<file path="config.mk">
export PLATFORM = sky130hd
export DESIGN_NAME = positive_clip_fir_shaper_flat
export DESIGN_NICKNAME = d
export VERILOG_FILES = /design/src/hdl/pfs_pkg.sv /design/src/hdl/pfs_intf.sv /design/src/hdl/positive_clip_fir_shaper.sv /design/src/hdl/pfs_coef_mem.sv /design/src/hdl/pfs_hist_mem.sv /design/src/hdl/pfs_mac.sv /design/src/flat_wrapper.sv
export VERILOG_INCLUDE_DIRS = /design/src /design/src/hdl
export SDC_FILE = /design/constraint.sdc
export NUM_CORES = 2
export LEC_CHECK = 0
export ABC_AREA = 1
export BUFFER_PORTS_ARGS = -buffer_cell sky130_fd_sc_hd__buf_2
export CORE_AREA = 10 10 535 537
export DETAILED_ROUTE_END_ITERATION = 6
export DIE_AREA = 0 0 545 547
export PLACE_DENSITY_LB_ADDON = 0.15
export SYNTH_ARGS = -nofsm -noshare
export SYNTH_HDL_FRONTEND = slang
export SYNTH_HIERARCHICAL = 1
export SYNTH_SLANG_ARGS = --single-unit
</file>
<file path="constraint.sdc">
create_clock -name clk -period 7.72 [get_ports clk]
set_input_delay 1.544 -clock clk [delete_from_list [all_inputs] [get_ports clk]]
set_output_delay 1.544 -clock clk [all_outputs]
set_load 0.1 [all_outputs]
</file>
<file path="src/hdl/positive_clip_fir_shaper_macros.svh">
// ----------------------------------------------------------------------------
// positive_clip_fir_shaper_macros.svh
// assertion macros for the shaper, empty when SYNTH is defined
// ----------------------------------------------------------------------------
`ifndef POSITIVE_CLIP_FIR_SHAPER_MACROS_SVH
`define POSITIVE_CLIP_FIR_SHAPER_MACROS_SVH

`ifndef SYNTH
// same-cycle implication
`define PFS_ASSERT_IMP(label, clk, rstn, ante, cons, msg) \
    label: assert property (@(posedge clk) disable iff (!rstn) (ante) |-> (cons)) \
        else $error(msg);
// next-cycle implication
`define PFS_ASSERT_NXT(label, clk, rstn, ante, cons, msg) \
    label: assert property (@(posedge clk) disable iff (!rstn) (ante) |=> (cons)) \
        else $error(msg);
`else
`define PFS_ASSERT_IMP(label, clk, rstn, ante, cons, msg)
`define PFS_ASSERT_NXT(label, clk, rstn, ante, cons, msg)
`endif

`endif

</file>
<file path="src/hdl/pfs_pkg.sv">
// ----------------------------------------------------------------------------
// pfs_pkg
// shared widths, codes, states and control structs of the pulse shaper
// ----------------------------------------------------------------------------
package pfs_pkg;

    // field widths
    localparam int REQ_W     = 1;
    localparam int IDX_IN_W  = 6;
    localparam int COEF_W    = 18;
    localparam int SAMP_W    = 16;
    localparam int HIST_W    = 15;
    localparam int TAPCFG_W  = 7;
    localparam int OUT_W     = 16;
    localparam int FRAC_W    = 14;
    localparam int PROD_W    = COEF_W + HIST_W + 1;

    // request codes
    localparam logic [REQ_W-1:0] REQ_SAMPLE = 1'b0;
    localparam logic [REQ_W-1:0] REQ_COEF   = 1'b1;

    // sequencer states
    typedef enum logic [1:0] {
        ST_IDLE,
        ST_ISSUE,
        ST_DRAIN,
        ST_DONE
    } state_t;

    // controls from the sequencer to the multiply-accumulate unit
    typedef struct packed {
        logic clear;
        logic data_v;
    } mac_ctl_t;

    // history read request
    typedef struct packed {
        logic en;
        logic live;
    } hist_rd_t;

endpackage

</file>
<file path="src/hdl/pfs_intf.sv">
// ----------------------------------------------------------------------------
// pfs_intf
// valid/ready channels of the shaper: input items, results, tap count writes
// ----------------------------------------------------------------------------
interface pfs_item_if;
    logic                                    valid;
    logic                                    ready;
    logic [pfs_pkg::REQ_W-1:0]               req_type;
    logic [pfs_pkg::IDX_IN_W-1:0]            coef_index;
    logic signed [pfs_pkg::COEF_W-1:0]       coef_value;
    logic signed [pfs_pkg::SAMP_W-1:0]       sample;
    logic                                    first_sample;

    modport source (output valid, req_type, coef_index, coef_value, sample, first_sample,
                    input ready);
    modport sink   (input valid, req_type, coef_index, coef_value, sample, first_sample,
                    output ready);
endinterface

interface pfs_result_if;
    logic                                    valid;
    logic                                    ready;
    logic signed [pfs_pkg::OUT_W-1:0]        shaped_sample;
    logic                                    saturated;

    modport source (output valid, shaped_sample, saturated, input ready);
    modport sink   (input valid, shaped_sample, saturated, output ready);
endinterface

interface pfs_cfg_if;
    logic                                    valid;
    logic                                    ready;
    logic [pfs_pkg::TAPCFG_W-1:0]            tap_count;

    modport source (output valid, tap_count, input ready);
    modport sink   (input valid, tap_count, output ready);
endinterface

</file>
<file path="src/hdl/positive_clip_fir_shaper.sv">
// ----------------------------------------------------------------------------
// positive_clip_fir_shaper
// causal fir pulse shaper over positive samples with loadable taps
// ----------------------------------------------------------------------------
//  channel   dir   payload                                            handshake
//  item      in    req_type coef_index coef_value sample first_sample valid/ready
//  result    out   shaped_sample saturated                            valid/ready
//  cfg       in    tap_count                                          valid/ready
//
//  a coefficient write completes in idle; a sample goes through issue, drain
//  and done to its result (straight to drain when N is 0), N = min(tap_count,
//  MAX_TAPS), with one multiply-accumulate per tap
//  the next item is taken as soon as the sequencer is back in idle, even while
//  the result register still holds an untaken result; a stalled result only
//  holds the block in its last step. reset clears taps and history at once.
// ----------------------------------------------------------------------------
`include "positive_clip_fir_shaper_macros.svh"

module positive_clip_fir_shaper #(
    parameter int MAX_TAPS = 64
) (
    input  logic          clk,
    input  logic          rst_n,
    pfs_item_if.sink      item,
    pfs_result_if.source  result,
    pfs_cfg_if.sink       cfg
);

    localparam int IDX_W = (MAX_TAPS > 1) ? $clog2(MAX_TAPS) : 1;
    localparam int CNT_W = $clog2(MAX_TAPS + 1);
    localparam int ACC_W = pfs_pkg::PROD_W + $clog2(MAX_TAPS);

    pfs_pkg::state_t                    state_reg, state_next;
    logic [CNT_W-1:0]                   k_reg, k_next;
    logic [CNT_W-1:0]                   act_reg, act_next;
    logic [CNT_W-1:0]                   fill_reg, fill_next;
    logic [IDX_W-1:0]                   head_reg, head_next;
    logic [IDX_W-1:0]                   rd_ptr_reg, rd_ptr_next;
    logic [pfs_pkg::TAPCFG_W-1:0]       tap_count_reg;
    logic                               data_v_reg;
    logic                               res_valid_reg, res_valid_next;
    logic signed [pfs_pkg::OUT_W-1:0]   res_sample_reg;
    logic                               res_sat_reg;

    logic                               item_acc;
    logic [CNT_W-1:0]                   act_full;
    logic [CNT_W-1:0]                   k_inc;
    logic [IDX_W-1:0]                   head_wrap;
    logic                               issue;
    logic                               hist_we;
    logic [pfs_pkg::HIST_W-1:0]         hist_wdata;
    logic                               coef_we;
    logic                               res_load;
    pfs_pkg::mac_ctl_t                  mac_ctl;
    pfs_pkg::hist_rd_t                  hist_rd;
    logic signed [pfs_pkg::COEF_W-1:0]  coef_data;
    logic [pfs_pkg::HIST_W-1:0]         samp_data;
    logic                               mac_busy;
    logic signed [pfs_pkg::OUT_W-1:0]   mac_q;
    logic                               mac_sat;

    // handshakes
    assign item.ready = (state_reg == pfs_pkg::ST_IDLE);
    assign item_acc   = item.valid && item.ready;
    assign cfg.ready  = 1'b1;

    // active taps and pointer helpers
    assign act_full   = (32'(tap_count_reg) > MAX_TAPS) ? CNT_W'(MAX_TAPS)
                                                        : CNT_W'(tap_count_reg);
    assign k_inc      = k_reg + CNT_W'(1);
    assign head_wrap  = (head_reg == IDX_W'(MAX_TAPS - 1)) ? '0 : head_reg + IDX_W'(1);
    assign hist_wdata = (item.sample > 16'sd0) ? item.sample[pfs_pkg::HIST_W-1:0] : '0;

    // tap count register
    always_ff @(posedge clk or negedge rst_n)
    begin
        if (!rst_n)
        begin
            tap_count_reg <= pfs_pkg::TAPCFG_W'(64);
        end
        else if (cfg.valid && cfg.ready)
        begin
            tap_count_reg <= cfg.tap_count;
        end
    end

    // sequencer and pointer registers
    always_ff @(posedge clk or negedge rst_n)
    begin
        if (!rst_n)
        begin
            state_reg     <= pfs_pkg::ST_IDLE;
            k_reg         <= '0;
            act_reg       <= '0;
            fill_reg      <= '0;
            head_reg      <= '0;
            rd_ptr_reg    <= '0;
            data_v_reg    <= 1'b0;
            res_valid_reg <= 1'b0;
        end
        else
        begin
            state_reg     <= state_next;
            k_reg         <= k_next;
            act_reg       <= act_next;
            fill_reg      <= fill_next;
            head_reg      <= head_next;
            rd_ptr_reg    <= rd_ptr_next;
            data_v_reg    <= issue;
            res_valid_reg <= res_valid_next;
        end
    end

    // result payload register
    always_ff @(posedge clk)
    begin
        if (res_load)
        begin
            res_sample_reg <= mac_q;
            res_sat_reg    <= mac_sat;
        end
    end

    // next state and controls
    always_comb
    begin
        state_next  = state_reg;
        k_next      = k_reg;
        act_next    = act_reg;
        fill_next   = fill_reg;
        head_next   = head_reg;
        rd_ptr_next = rd_ptr_reg;
        issue       = 1'b0;
        hist_we     = 1'b0;
        coef_we     = 1'b0;
        res_load    = 1'b0;
        mac_ctl     = '0;
        case (state_reg)
            pfs_pkg::ST_IDLE:
            begin
                if (item_acc)
                begin
                    if (item.req_type == pfs_pkg::REQ_COEF)
                    begin
                        coef_we = (32'(item.coef_index) < MAX_TAPS);
                    end
                    else
                    begin
                        hist_we       = 1'b1;
                        head_next     = head_wrap;
                        rd_ptr_next   = head_wrap;
                        act_next      = act_full;
                        k_next        = '0;
                        mac_ctl.clear = 1'b1;
                        if (item.first_sample)
                        begin
                            fill_next = CNT_W'(1);
                        end
                        else if (fill_reg != CNT_W'(MAX_TAPS))
                        begin
                            fill_next = fill_reg + CNT_W'(1);
                        end
                        state_next = (act_full == '0) ? pfs_pkg::ST_DRAIN
                                                      : pfs_pkg::ST_ISSUE;
                    end
                end
            end
            pfs_pkg::ST_ISSUE:
            begin
                issue       = 1'b1;
                k_next      = k_inc;
                rd_ptr_next = (rd_ptr_reg == '0) ? IDX_W'(MAX_TAPS - 1)
                                                 : rd_ptr_reg - IDX_W'(1);
                if (k_inc == act_reg)
                begin
                    state_next = pfs_pkg::ST_DRAIN;
                end
            end
            pfs_pkg::ST_DRAIN:
            begin
                if (!data_v_reg && !mac_busy)
                begin
                    state_next = pfs_pkg::ST_DONE;
                end
            end
            pfs_pkg::ST_DONE:
            begin
                if (!res_valid_reg || result.ready)
                begin
                    res_load   = 1'b1;
                    state_next = pfs_pkg::ST_IDLE;
                end
            end
            default:
            begin
                state_next = pfs_pkg::ST_IDLE;
            end
        endcase
        mac_ctl.data_v = data_v_reg;
    end

    // result valid: set on load, dropped when the transaction completes
    always_comb
    begin
        if (res_load)
        begin
            res_valid_next = 1'b1;
        end
        else if (result.ready)
        begin
            res_valid_next = 1'b0;
        end
        else
        begin
            res_valid_next = res_valid_reg;
        end
    end

    assign result.valid         = res_valid_reg;
    assign result.shaped_sample = res_sample_reg;
    assign result.saturated     = res_sat_reg;

    // history read request
    assign hist_rd.en   = issue;
    assign hist_rd.live = (k_reg < fill_reg);

    pfs_coef_mem #(
        .MAX_TAPS (MAX_TAPS),
        .IDX_W    (IDX_W)
    ) u_coef (
        .clk   (clk),
        .rst_n (rst_n),
        .we    (coef_we),
        .waddr (IDX_W'(32'(item.coef_index))),
        .wdata (item.coef_value),
        .re    (issue),
        .raddr (k_reg[IDX_W-1:0]),
        .rdata (coef_data)
    );

    pfs_hist_mem #(
        .MAX_TAPS (MAX_TAPS),
        .IDX_W    (IDX_W)
    ) u_hist (
        .clk   (clk),
        .we    (hist_we),
        .waddr (head_wrap),
        .wdata (hist_wdata),
        .rd    (hist_rd),
        .raddr (rd_ptr_reg),
        .rdata (samp_data)
    );

    pfs_mac #(
        .ACC_W (ACC_W)
    ) u_mac (
        .clk   (clk),
        .rst_n (rst_n),
        .ctl   (mac_ctl),
        .coef  (coef_data),
        .samp  (samp_data),
        .busy  (mac_busy),
        .q     (mac_q),
        .sat   (mac_sat)
    );

    // checks
    `PFS_ASSERT_NXT(a_sample_starts, clk, rst_n, item.valid && item.ready && item.req_type == pfs_pkg::REQ_SAMPLE, state_reg == pfs_pkg::ST_ISSUE || state_reg == pfs_pkg::ST_DRAIN, "sample did not start the tap sweep")
    `PFS_ASSERT_IMP(a_tap_in_range, clk, rst_n, state_reg == pfs_pkg::ST_ISSUE, k_reg < act_reg, "tap index beyond active count")
    `PFS_ASSERT_IMP(a_read_from_issue, clk, rst_n, data_v_reg, $past(state_reg == pfs_pkg::ST_ISSUE), "read data without an issue")
    `PFS_ASSERT_IMP(a_result_from_done, clk, rst_n, $rose(result.valid), $past(state_reg == pfs_pkg::ST_DONE), "result raised outside the final step")

endmodule

</file>
<file path="src/hdl/pfs_coef_mem.sv">
// ----------------------------------------------------------------------------
// pfs_coef_mem
// tap weight memory with per-entry valid bits, unwritten taps read as zero
// ----------------------------------------------------------------------------
module pfs_coef_mem #(
    parameter int MAX_TAPS = 64,
    parameter int IDX_W    = 6
) (
    input  logic                              clk,
    input  logic                              rst_n,
    input  logic                              we,
    input  logic [IDX_W-1:0]                  waddr,
    input  logic signed [pfs_pkg::COEF_W-1:0] wdata,
    input  logic                              re,
    input  logic [IDX_W-1:0]                  raddr,
    output logic signed [pfs_pkg::COEF_W-1:0] rdata
);

    logic signed [pfs_pkg::COEF_W-1:0] mem [MAX_TAPS];
    logic [MAX_TAPS-1:0]               valid_reg;
    logic signed [pfs_pkg::COEF_W-1:0] rdata_reg;

    // valid bits, cleared by reset
    always_ff @(posedge clk or negedge rst_n)
    begin
        if (!rst_n)
        begin
            valid_reg <= '0;
        end
        else if (we)
        begin
            valid_reg[waddr] <= 1'b1;
        end
    end

    // write port and registered read port
    always_ff @(posedge clk)
    begin
        if (we)
        begin
            mem[waddr] <= wdata;
        end
        if (re)
        begin
            rdata_reg <= valid_reg[raddr] ? mem[raddr] : '0;
        end
    end

    assign rdata = rdata_reg;

endmodule

</file>
<file path="src/hdl/pfs_hist_mem.sv">
// ----------------------------------------------------------------------------
// pfs_hist_mem
// circular sample history, entries older than the fill count read as zero
// ----------------------------------------------------------------------------
module pfs_hist_mem #(
    parameter int MAX_TAPS = 64,
    parameter int IDX_W    = 6
) (
    input  logic                          clk,
    input  logic                          we,
    input  logic [IDX_W-1:0]              waddr,
    input  logic [pfs_pkg::HIST_W-1:0]    wdata,
    input  pfs_pkg::hist_rd_t             rd,
    input  logic [IDX_W-1:0]              raddr,
    output logic [pfs_pkg::HIST_W-1:0]    rdata
);

    logic [pfs_pkg::HIST_W-1:0] mem [MAX_TAPS];
    logic [pfs_pkg::HIST_W-1:0] rdata_reg;

    // write port and registered read port, stale entries masked
    always_ff @(posedge clk)
    begin
        if (we)
        begin
            mem[waddr] <= wdata;
        end
        if (rd.en)
        begin
            rdata_reg <= rd.live ? mem[raddr] : '0;
        end
    end

    assign rdata = rdata_reg;

endmodule

</file>
<file path="src/hdl/pfs_mac.sv">
// ----------------------------------------------------------------------------
// pfs_mac
// shared multiply-accumulate unit with truncating scale and 16-bit clip
// ----------------------------------------------------------------------------
module pfs_mac #(
    parameter int ACC_W = 40
) (
    input  logic                              clk,
    input  logic                              rst_n,
    input  pfs_pkg::mac_ctl_t                 ctl,
    input  logic signed [pfs_pkg::COEF_W-1:0] coef,
    input  logic [pfs_pkg::HIST_W-1:0]        samp,
    output logic                              busy,
    output logic signed [pfs_pkg::OUT_W-1:0]  q,
    output logic                              sat
);

    localparam logic signed [ACC_W-1:0] ROUND_ADJ = ACC_W'((1 << pfs_pkg::FRAC_W) - 1);
    localparam logic signed [ACC_W-1:0] Q_HI      = ACC_W'(32767);
    localparam logic signed [ACC_W-1:0] Q_LO      = ACC_W'(-32768);

    logic signed [pfs_pkg::PROD_W-1:0] prod_reg;
    logic                              prod_v_reg;
    logic signed [ACC_W-1:0]           acc_reg;
    logic signed [ACC_W-1:0]           acc_adj;
    logic signed [ACC_W-1:0]           q_wide;

    // product valid flag
    always_ff @(posedge clk or negedge rst_n)
    begin
        if (!rst_n)
        begin
            prod_v_reg <= 1'b0;
        end
        else
        begin
            prod_v_reg <= ctl.data_v;
        end
    end

    // multiply stage then accumulate stage
    always_ff @(posedge clk)
    begin
        if (ctl.data_v)
        begin
            prod_reg <= pfs_pkg::PROD_W'(coef) * pfs_pkg::PROD_W'($signed({1'b0, samp}));
        end
        if (ctl.clear)
        begin
            acc_reg <= '0;
        end
        else if (prod_v_reg)
        begin
            acc_reg <= acc_reg + ACC_W'(prod_reg);
        end
    end

    // divide by 2^14 toward zero, then clip
    always_comb
    begin
        acc_adj = acc_reg[ACC_W-1] ? acc_reg + ROUND_ADJ : acc_reg;
        q_wide  = acc_adj >>> pfs_pkg::FRAC_W;
        if (q_wide > Q_HI)
        begin
            q   = 16'sh7fff;
            sat = 1'b1;
        end
        else if (q_wide < Q_LO)
        begin
            q   = 16'sh8000;
            sat = 1'b1;
        end
        else
        begin
            q   = q_wide[pfs_pkg::OUT_W-1:0];
            sat = 1'b0;
        end
    end

    assign busy = prod_v_reg;

endmodule
</file>
<file path="src/flat_wrapper.sv">
// flat-port wrapper written by rule: the top's interface ports become plain ports
module positive_clip_fir_shaper_flat 
#(
    parameter int MAX_TAPS = 64
)
  (clk, rst_n, item_valid, item_req_type, item_coef_index, item_coef_value, item_sample, item_first_sample, item_ready, result_valid, result_shaped_sample, result_saturated, result_ready, cfg_valid, cfg_tap_count, cfg_ready);
  pfs_item_if item_i ();
  pfs_result_if result_i ();
  pfs_cfg_if cfg_i ();
  input  logic clk;
  input  logic rst_n;
  input wire logic [$bits(item_i.valid)-1:0] item_valid;
  input wire logic [$bits(item_i.req_type)-1:0] item_req_type;
  input wire logic [$bits(item_i.coef_index)-1:0] item_coef_index;
  input wire logic [$bits(item_i.coef_value)-1:0] item_coef_value;
  input wire logic [$bits(item_i.sample)-1:0] item_sample;
  input wire logic [$bits(item_i.first_sample)-1:0] item_first_sample;
  output wire logic [$bits(item_i.ready)-1:0] item_ready;
  output wire logic [$bits(result_i.valid)-1:0] result_valid;
  output wire logic [$bits(result_i.shaped_sample)-1:0] result_shaped_sample;
  output wire logic [$bits(result_i.saturated)-1:0] result_saturated;
  input wire logic [$bits(result_i.ready)-1:0] result_ready;
  input wire logic [$bits(cfg_i.valid)-1:0] cfg_valid;
  input wire logic [$bits(cfg_i.tap_count)-1:0] cfg_tap_count;
  output wire logic [$bits(cfg_i.ready)-1:0] cfg_ready;
  assign item_i.valid = item_valid;
  assign item_i.req_type = item_req_type;
  assign item_i.coef_index = item_coef_index;
  assign item_i.coef_value = item_coef_value;
  assign item_i.sample = item_sample;
  assign item_i.first_sample = item_first_sample;
  assign item_ready = item_i.ready;
  assign result_valid = result_i.valid;
  assign result_shaped_sample = result_i.shaped_sample;
  assign result_saturated = result_i.saturated;
  assign result_i.ready = result_ready;
  assign cfg_i.valid = cfg_valid;
  assign cfg_i.tap_count = cfg_tap_count;
  assign cfg_ready = cfg_i.ready;
  positive_clip_fir_shaper #(.MAX_TAPS(MAX_TAPS)) u_core (.clk(clk), .rst_n(rst_n), .item(item_i), .result(result_i), .cfg(cfg_i));
endmodule
</file>
==> metrics.log <==
INFO  metric status = finished, final reports clean
INFO  metric initial_core_util = between 30% and 40%
INFO  metric avgRoutedWirePerCell = 22.32 microns
INFO  metric clk-insertion-delay-late = approximately 0.90 ns
INFO  metric synth_fp_nets = 10720
INFO  metric chipWidth = between 500 and 600 microns
INFO  metric layout.cell_area.non_filler = around 120000 sq um
INFO  metric detailroute.via_count = ~74000
INFO  metric setup.worst_path.start = u_core/u_hist/rdata[1]
INFO  metric design.die.area = ~300000 sq um
INFO  metric synthToLayoutAreaGrowth = 11.60%
INFO  metric boundaryPins = 74
INFO  metric drive_gt1_share = 8.291%
INFO  metric gp_congestion = approximately 0.87
INFO  metric cts_tree = built
INFO  metric setup.worst_path.class = flop to flop
INFO  metric cap_violations = 0
INFO  metric dp_hpwl = between 150 and 200 mm
INFO  metric ys_warn_count = 6
INFO  metric clk_root_buffer_cell = clkbuf_16
INFO  metric clk_pin_slew_worst_paths = about 0.06 ns
INFO  metric critical_path.reg2reg.startpoint = u_core/u_hist/rdata[1]
INFO  metric ctsLongestPathBuffers = 4
INFO  metric reg2reg_slack = ~1.1 ns
INFO  metric cts_htree_levels = 5
INFO  metric cts_hold_repair.buffers = 0
INFO  metric critPathLaunchType = flop
INFO  metric postCtsSetupRepairBufs = 0
INFO  metric fin_tns_setup = 0 ns
INFO  metric ys_dominant_reg_cell = edfxtp_1
INFO  metric layout.cells.most_common = nand2_1
INFO  metric mostFrequentLayoutCells = nand2_1 (3361), edfxtp_1 (2196), nand3_1 (1926)
INFO  metric core-area = around 280000 sq um
INFO  metric timing.final.hold_violations = 0
INFO  metric synth.ff_latch_count = ~2300
INFO  metric timing_worst_slew_pin_value = approximately 1.4 ns
INFO  metric post_synth_instance_area = 109800 sq um
INFO  metric largest_register_ff_count = about 1200
INFO  metric num_rows = between 150 and 200
INFO  metric relSlewSlack = between 7 and 8%
INFO  metric cts_resized = 0
INFO  metric synthArstFlopShare = between 4 and 5%
INFO  metric max_freq = between 150 and 200 MHz
INFO  metric synth_sequential_area_ratio = between 60% and 70%
INFO  metric rsz0062_at_grt = no
INFO  metric detail-route-antenna-nets = 0
INFO  metric timing.final.crit_period = about 6.6 ns
INFO  metric hold_class = flop to flop
INFO  metric drt-initial-drc-count = between 6000 and 7000
INFO  metric timing.critical_path.arrival = about 7.2 ns
INFO  metric synth-edff-count = ~2200
INFO  metric floorplan.die.height = roughly 550 microns
INFO  metric drt_pass1_iterations = 5
INFO  metric synth.lib_cells_used.distinct = 58
INFO  metric synth_cells = slightly above 10000
INFO  metric pin_count_of_the_biggest_net_entering_global_routing = roughly 220
INFO  metric first_pass_grt_wire_length = between 400 and 500 mm
INFO  metric drc_viols = 0
INFO  metric cts-buffers-inserted = between 200 and 300
INFO  metric finish.net_count = approximately 11000
INFO  metric post_layout_nonfiller_instances = between 10000 and 15000
INFO  metric number_of_global_route_vias_before_repair = 72532
INFO  metric clock_sinks = 2345
INFO  metric gr-total-overflow = 0
INFO  metric hold-path-cell-count = 1
INFO  metric reg2reg_depth = 20
INFO  metric grt_antenna_before_repair = 12
INFO  metric end_kind = flop
INFO  metric timing.final.setup_violations = 0
INFO  metric regToRegEndpoint = u_core/u_mac/prod_reg[31]
INFO  metric critPathRequiredTime = 8.30 ns
INFO  metric syn-mean-instance-area = 10.71 sq um
INFO  metric global_route.usage.total = between 20 and 25%
INFO  metric post_dp_cell_area = between 100000 and 150000 sq um
INFO  metric timing.critical_path.fanout_max = 18
INFO  metric routed_via_density = roughly 5.2
INFO  metric place.port_buffers = between 70 and 80
INFO  metric finClkSkew = between 0.06 and 0.07 ns
INFO  metric detail_route.wirelength = about 320 mm
INFO  metric fin_util = between 40% and 50%
INFO  metric slew_violations = 0
INFO  metric worst_hold_startpoint = u_core/u_coef/valid_reg[50]
INFO  metric filler_cell_count_in_the_final_layout = around 26000
INFO  metric layout_worst_path_cycle_share = between 80% and 90%
INFO  metric cell_total_after_placement = 13672
INFO  metric hold_end = u_core/u_coef/valid_reg[50]
## worst max-delay path, stage by stage, from the launching register on
cell      delay (ns)
edfxtp_1        0.89
nand2_1         0.29
fa_1            0.66
inv_1           0.13
fa_1            0.67
inv_1           0.20
fa_1            0.46
fa_1            0.55
inv_1           0.06
fa_1            0.52
inv_1           0.05
fa_1            0.47
inv_1           0.04
ha_1            0.34
nand2_1         0.16
inv_1           0.05
a21oi_1         0.20
o221ai_1        0.16
a21oi_1         0.13
o21ai_0         0.11
xor2_1          0.17
## cell usage after synthesis (31+ instances only)
library cell	count	area share [%]
nor3_1	31	0.14
buf_1	52	0.18
fa_1	273	5.0
a21oi_1	149	0.68
buf_4	36	0.25
nand3_1	1926	8.8
dfxtp_1	40	0.73
ha_1	141	1.6
buf_2	244	1.1
clkbuf_1	136	0.46
xor2_1	55	0.44
buf_6	74	0.76
nand2_1	3361	11
nand4_1	37	0.21
edfxtp_1	2196	60
nor2_1	322	1.1
dfrtp_1	108	2.5
o21ai_0	119	0.54
or2_2	66	0.38
inv_1	720	2.5
## worst max-delay path by stage
stage,endpoint,slack (ns),cells past startpoint
after floorplan,u_core/u_mac/prod_reg[31],1.85,21
after global placement,u_core/u_mac/prod_reg[31],1.09,20
after detailed placement,u_core/u_mac/prod_reg[31],1.15,20
after CTS,u_core/u_mac/prod_reg[31],1.11,20
after global routing,u_core/u_mac/prod_reg[31],0.79,20
final,u_core/u_mac/prod_reg[31],1.15,20
## layer usage
layer	part of all wire, %	routed length, microns	GRT usage [%]
met1	44	137500	28.35
met2	48	151900	34.07
met3	5.5	17400	2.809
met4	2.9	9214	5.895
met5	0.0066	21	0
## cells by family after synthesis
family                   synth area share, %
other                               0.003416
XOR/XNOR                              0.6143
buffers and inverters                  5.348
AND/OR/NAND/NOR                        22.48
AO/OA/AOI/OAI                          1.674
multiplexers                         0.01026
flip-flops                             63.28
adder cells (fa/ha/maj)                6.585
## layout make-up
cell class / count / area, sq um / area share [%]
clock buffer: 346 / 7243 / 5.912
inverter: 732 / 2803 / 2.288
multi-input combinational: 6627 / 34910 / 28.49
timing repair buffer: 263 / 1901 / 1.551
clock inverter: 132 / 1510 / 1.233
tap: 3705 / 4636 / 3.784
antenna: 8 / 20.02 / 0.01634
sequential: 2345 / 69500 / 56.73
## stage by stage
step | worst slack [ns] | hold WS, ns
after CTS | 1.111 | 0.4657
after detailed placement | 1.149 | 0.4512
after global placement | 1.087 | 0.4506
after global routing | 0.7868 | 0.4780
after floorplan | 1.853 | 0.4244
final | 1.148 | 0.4632
Power is not shown: default switching activity piles up to over one toggle a cycle in this logic, so the estimate is an artifact.
